--- config.mk ---
export PLATFORM = sky130hd
export DESIGN_NAME = pd_queue
export DESIGN_NICKNAME = d
export VERILOG_FILES = /design/src/hw/rtl/pd_pkg.sv /design/src/hw/rtl/pd_queue.sv
export SDC_FILE = /design/constraint.sdc
export NUM_CORES = 1
export LEC_CHECK = 0
export BUFFER_PORTS_ARGS = -buffer_cell sky130_fd_sc_hd__buf_2
export CORE_MARGIN = 2
export CORE_UTILIZATION = 42
export DETAILED_ROUTE_END_ITERATION = 12
export PLACE_DENSITY = 0.68
export SLEW_MARGIN = 10
export SYNTH_ARGS = -nofsm -noshare
export SYNTH_HDL_FRONTEND = slang
export SYNTH_SLANG_ARGS = --single-unit
--- constraint.sdc ---
create_clock -name i_clk -period 5.9 [get_ports i_clk]
set_clock_uncertainty 0.2 [all_clocks]
set_input_delay 0.295 -clock i_clk [delete_from_list [all_inputs] [get_ports i_clk]]
set_output_delay 0.295 -clock i_clk [all_outputs]
set_load 0.03 [all_outputs]
--- src/hw/rtl/pd_pkg.sv ---
// shared types, constants and helpers of the polyline densifier
package pd_pkg;

    // coordinate and register widths
    localparam int COORD_W = 32;
    localparam int DELTA_W = COORD_W + 1;
    localparam int POS_W   = COORD_W + 2;
    localparam int RES_W   = 25;
    localparam int STEP_W  = RES_W - 1;

    // fixed point format and step floor
    localparam int FRAC_BITS = 16;
    localparam logic [STEP_W-1:0] STEP_MIN = STEP_W'((((1 << FRAC_BITS) * 5) + 50) / 100);

    localparam logic [RES_W-1:0] GRID_RES_RESET = RES_W'(6554);

    // segment count limits
    localparam int PD_MAX_SEGMENTS = 64;
    localparam int CNT_W = 7;

    // long division of a delta magnitude by the segment count
    localparam int DIV_W  = COORD_W;
    localparam int DCNT_W = $clog2(DIV_W);

    // queue between front and back
    localparam int QUEUE_DEPTH = 2;
    localparam int QPTR_W = $clog2(QUEUE_DEPTH);
    localparam int QCNT_W = $clog2(QUEUE_DEPTH + 1);

    typedef enum logic [2:0] {
        F_IDLE,
        F_SQA,
        F_SQB,
        F_SUM,
        F_SQL,
        F_CMP,
        F_PUSH
    } t_front_state;

    typedef enum logic [1:0] {
        B_IDLE,
        B_DIV,
        B_FIX,
        B_EMIT
    } t_back_state;

    // one classified segment, ready to be interpolated
    typedef struct packed {
        logic signed [COORD_W-1:0] base_x;
        logic signed [COORD_W-1:0] base_y;
        logic signed [DELTA_W-1:0] dx;
        logic signed [DELTA_W-1:0] dy;
        logic [CNT_W-1:0]          n;
        logic                      clip;
    } t_seg;

    // magnitude of a coordinate difference, always fits in COORD_W bits
    function automatic logic [COORD_W-1:0] abs_delta(input logic signed [DELTA_W-1:0] d);
        logic [DELTA_W-1:0] m;
        m = d[DELTA_W-1] ? DELTA_W'(-d) : DELTA_W'(d);
        return m[COORD_W-1:0];
    endfunction

endpackage

--- src/hw/rtl/pd_queue.sv ---
// short queue of classified segments between front and back
module pd_queue import pd_pkg::*; (
    input  logic i_clk,
    input  logic i_rst_n,
    input  logic i_push_valid,
    output logic o_push_ready,
    input  t_seg i_push_data,
    output logic o_pop_valid,
    input  logic i_pop_ready,
    output t_seg o_pop_data
);

    t_seg r_mem [QUEUE_DEPTH];
    logic [QPTR_W-1:0] r_wr_ptr, n_wr_ptr;
    logic [QPTR_W-1:0] r_rd_ptr, n_rd_ptr;
    logic [QCNT_W-1:0] r_count, n_count;
    logic push, pop;

    always_comb begin
        o_push_ready = (r_count != QCNT_W'(QUEUE_DEPTH));
        o_pop_valid  = (r_count != '0);
        o_pop_data   = r_mem[r_rd_ptr];
        push = i_push_valid && o_push_ready;
        pop  = o_pop_valid && i_pop_ready;
        n_wr_ptr = r_wr_ptr;
        n_rd_ptr = r_rd_ptr;
        n_count  = r_count;
        if (push) begin
            n_wr_ptr = (r_wr_ptr == QPTR_W'(QUEUE_DEPTH - 1)) ? '0 : r_wr_ptr + QPTR_W'(1);
        end
        if (pop) begin
            n_rd_ptr = (r_rd_ptr == QPTR_W'(QUEUE_DEPTH - 1)) ? '0 : r_rd_ptr + QPTR_W'(1);
        end
        if (push && !pop) begin
            n_count = r_count + QCNT_W'(1);
        end else if (pop && !push) begin
            n_count = r_count - QCNT_W'(1);
        end
    end

    always_ff @(posedge i_clk) begin
        if (push) begin
            r_mem[r_wr_ptr] <= i_push_data;
        end
    end

    always_ff @(posedge i_clk) begin
        if (!i_rst_n) begin
            r_wr_ptr <= '0;
            r_rd_ptr <= '0;
            r_count  <= '0;
        end else begin
            r_wr_ptr <= n_wr_ptr;
            r_rd_ptr <= n_rd_ptr;
            r_count  <= n_count;
        end
    end

`ifndef ASSERT_OFF
    a_count_bound: assert property (@(posedge i_clk) disable iff (!i_rst_n)
        r_count <= QCNT_W'(QUEUE_DEPTH))
        else $error("queue fill above depth");
`endif

endmodule

Word level (Yosys, flattened, before mapping) --
Memories as Yosys holds them, arrays and structs flattened. A register that Yosys moved wholly into a read port is not among the register bits. Index checks and enable logic that the tools add are counted.
Storage, ports and cells: register bits 4, bits in latches 0, memory bits (writable) 276, bits in read-only memories 0, logic and storage cells 25, memories kept 1
Cells by class: $add $sub $neg 4, $mul 0, div/mod/pow operators 0, order comparisons 0, eq/ne operators 1, shift operators 0, muxes and demuxes 8, bitwise logic cells 0, reduce and logical (&&, ||, !) cells 8
Memory list:
- r_mem | words 2, width 138, read ports 1, clocked after Yosys merged registers in 1, wr ports 1, line pd_queue.sv:13 | t_seg r_mem [QUEUE_DEPTH];
Operators with widths (number):
- 1-bit 2-to-1 mux | 6
- 1-bit logical AND | 4
- 2-bit 2-to-1 mux | 2
- 2-bit nonzero test | 2
- 1-bit adder, second input constant | 2
- 2-bit by 1-bit adder with 2-bit output, second input constant | 1
- 1-bit logical NOT | 2
- 2-bit != test, second input constant | 1
- 2-bit by 1-bit subtractor with 2-bit output, second input constant | 1

Logic depth before layout (Yosys ltp) --
word-level depth 6, mapped depth 6

Worst setup path after synthesis --
No wires, ideal clock.
path type reg2reg, start register r_count[0], end memory r_mem[1][0] in the netlist's numbering (enable), setup time 0.515 ns, arrival time 3.856 ns, slack 1.329 ns, cell stages (with the launch flop) 3, cells stage by stage dfxtp_1 -> nand2b_4 -> and3_1
On the way: word-level cells in the longest chain between the ends 4
RTL lines:
- start: declaration | line pd_queue.sv:16 | logic [QCNT_W-1:0] r_count, n_count;
- start signal: assignment | line pd_queue.sv:55 | r_count <= n_count;
- 2-bit != test | line pd_queue.sv:20 | o_push_ready = (r_count != QCNT_W'(QUEUE_DEPTH));
- named net o_push_ready | line pd_queue.sv:6 | output logic o_push_ready,
- 1-bit logical AND | line pd_queue.sv:23 | push = i_push_valid && o_push_ready;
- 1-bit 2-to-1 mux | line pd_queue.sv:42 | if (push) begin
- 1-bit 2-to-1 mux (implied by the code) | line pd_queue.sv:43 | r_mem[r_wr_ptr] <= i_push_data;
- end: declaration | line pd_queue.sv:13
The timed path passes the listed nets, and every way through them passes these cells.

==> run metrics <==
internal power 4.09 mW; Max-slew headroom 0.351; # IOs 282; combinational family with the most area after synthesis multiplexers; Critical path destination o_pop_data[105]; Synth Area in Compound Gates 0.00342; n_diodes 0; die area 25,600 µm²; clock group share of total power 0.272; worst-case reg-to-reg path depth 4; number of routed nets with antenna violations 0; Synth area leader edfxtp_1; layout cell share with drive strength beyond 1 0.509; Root Buffer clkbuf_16; CTS Buf Count 29; main area contributors after synthesis edfxtp_1, mux2_2, buf_6; initial core utilization 0.425; Crit path arrival time 2.57 ns; Setup TNS 0 ns; Synth-to-Final Area Change 38.8%; Lkg Pwr 5.32 nW; Sequential Power Share 0.429; Mean Syn Cell Area 22.6 µm²; Top delay family on crit path buffers and inverters; Hold Path Depth 4; DP Wirelength 11.8 mm; Worst path slowest cell buf_4; Reg clk slew, reported paths 0.06 ns; share of the synthesized area in the top cell type 0.809; adder-cell share of the synthesized area 0.00122; DRT Wirelength 20.6 mm; Post-Syn Instances 453; #FFs+latches synth 281; first-pass GRT wire length 32.1 mm; Max Slew Vio Count 0; Worst Max-Slew Pin Slew 0.973 ns; remaining global-route overflow 0; f_max 326 MHz; DRC violation total after the first TritonRoute iteration 223; Post-synth top cells edfxtp_1, mux2_2, buf_6; postcts setup bufs 0; I/O Buffers 281; All-Layer GR Usage 0.157; Setup-failing EPs final 0; maximum vdd drop 0.352 mV; Post-Synth Simple-Gate Area 0.00635; post-route minimum period 3.06 ns; Hold Fails Final Rpt 0; reg-to-reg endpoint r_mem[0][19]$_DFFE_PP_; DRC 0; met3 routed WL 1.49 mm; Skew-Pair Late Insertion Delay 0.53 ns; MaxCap Viol Count 0; critical path depth 3; mux share of post-synthesis cell area 0.152; met2 WL post-DR 10.4 mm; Required @ worst endpoint 5.41 ns; Post-synth EDFFs 276; RSZ-0062 raised after global routing no; CP Capture Type output port; Net Sw Frac 0.320; Critical R2R Launch r_count[0]$_SDFFE_PN0P_; min-delay worst type in -> reg; top routing layer in use met4; gpl congestion 0.728; Nets 1,038; via count 5,793; Core Footprint 24,100 µm²; PwrDens 423 nW/µm²; post-cts sizing count 0; CP Max Fanout 60; M1 WL 8.14 mm; TritonCTS sink count 281; sequential element share of the synthesized area 0.819; type of the worst setup path reg -> out; Final Cycle Share 0.519; Die Wd 160 µm; status finished, final reports clean; initial antenna violation count 0; Initial DRT Pass Iterations 4; Cell Chain, Critical Path buf_4 > mux2_2 > buf_2; syn_nets 596; largest net degree at the start of global routing 95; vias in the first global route 6,127; Max H-tree Level 1; FP Rows 57; Vias per Instance 4.68; xor/xnor share of the synthesized area 0.00257; Crit path largest cell delay 0.72 ns; placed cell area 12,000 µm²; wire per inst 16.6 µm; library cells used by synthesis 21; most frequent cell after synthesis edfxtp_1; R2R setup slack 3.11 ns; CP Launch Type flop; mapped cell area 10,200 µm²; deepest clock path buffer count 3; CP bufs+invs 2; yosys warns 0; fin area 14,200 µm²; Pwr Total 6.01 mW; P_sw 1.93 mW; CTS tree built; Combinational Power Share 0.298; Vert. Die Dim 160 µm; Post-synth ARST share 0; Main synth FF type edfxtp_1; Hold-fix buffers, CTS 141
[worst register-to-register path, stage by stage, from the launching register on]
cell,delay [ns]
dfxtp_1,0.41
nand2b_4,0.19
nand3b_1,0.17
inv_6,0.67
buf_4,0.74
[per-stage QoR]
stage | utilization | hold WS, ns | std cells | worst slack, ns
floorplan | - | 0.194 | 453 | 1.33
global placement | 0.496 | 0.282 | 1047 | 3.15
detailed placement | 0.496 | 0.286 | 1047 | 3.12
CTS | 0.590 | 0.00262 | 1239 | 2.73
global route | 0.590 | 0.0303 | 1239 | 2.66
finish | 0.590 | 0.0317 | 1239 | 2.84
[state kept, by name, summed over array words and instances (netlist names), named ones only]
name / count
r_wr_ptr: 1
r_count: 2
r_mem: 276
r_rd_ptr: 1
[placed cells by master (no fill, tap or decap), types with 2 or more instances in the layout]
cell / netlist / layout
and2_1: 4 / 4
buf_2: 1 / 281
buf_4: 2 / 3
clkbuf_1: 0 / 9
clkbuf_16: 0 / 29
clkinv_1: 0 / 5
clkinv_2: 0 / 5
dfxtp_1: 5 / 4
dlygate4sd3_1: 0 / 141
edfxtp_1: 276 / 276
inv_6: 0 / 2
mux2_2: 138 / 138
xnor2_1: 2 / 2
[metal layers]
layer | track usage | up-vias
met4 | 0.0536 | 0
li1 | - | 2687
met5 | 0 | -
met3 | 0.0455 | 51
met1 | 0.186 | 2841
met2 | 0.274 | 214
[layout make-up]
type / count / area, µm²
Fill cell: 1830 / 9890
Sequential cell: 281 / 8390
Timing Repair Buffer: 426 / 2860
Multi-Input combinational cell: 156 / 1700
Clock buffer: 38 / 759
Tap cell: 324 / 405
Clock inverter: 13 / 90.1
Inverter: 1 / 8.76
[kinds of logic (layout without fill, tap and decap cells)]
family          count (synthesis)  count (layout)
compound gates                  5               5
xor+xnor                        3               3
fa+ha+maj                       1               1
buf+inv                        16             478
flops                         281             281
mux                           138             138
simple gates                    9               9
[how the worst min path moves through the flow]
stage / startpoint / end / slack, ns
3_3_place_gp: i_push_data[99] / r_mem[0][99]$_DFFE_PP_ / 0.28
2_1_floorplan: i_push_data[0] / r_mem[0][0]$_DFFE_PP_ / 0.19
6_report: i_pop_ready / r_rd_ptr$_SDFFE_PN0P_ / 0.03
3_5_place_dp: i_push_data[43] / r_mem[1][43]$_DFFE_PP_ / 0.29
5_1_grt: i_pop_ready / r_rd_ptr$_SDFFE_PN0P_ / 0.03
4_1_cts: i_pop_ready / r_rd_ptr$_SDFFE_PN0P_ / 0.003
[power by group through the flow]
stage / registers (mW) / logic, mW / clock network, mW
2_1_floorplan: 2.61 / 1.32 / 0
3_3_place_gp: 2.61 / 1.72 / 0
3_5_place_dp: 2.62 / 1.72 / 0
4_1_cts: 2.58 / 1.81 / 1.69
5_1_grt: 2.61 / 1.89 / 1.76
6_report: 2.58 / 1.79 / 1.64
No activity file was read; power rests on OpenSTA's default activity.
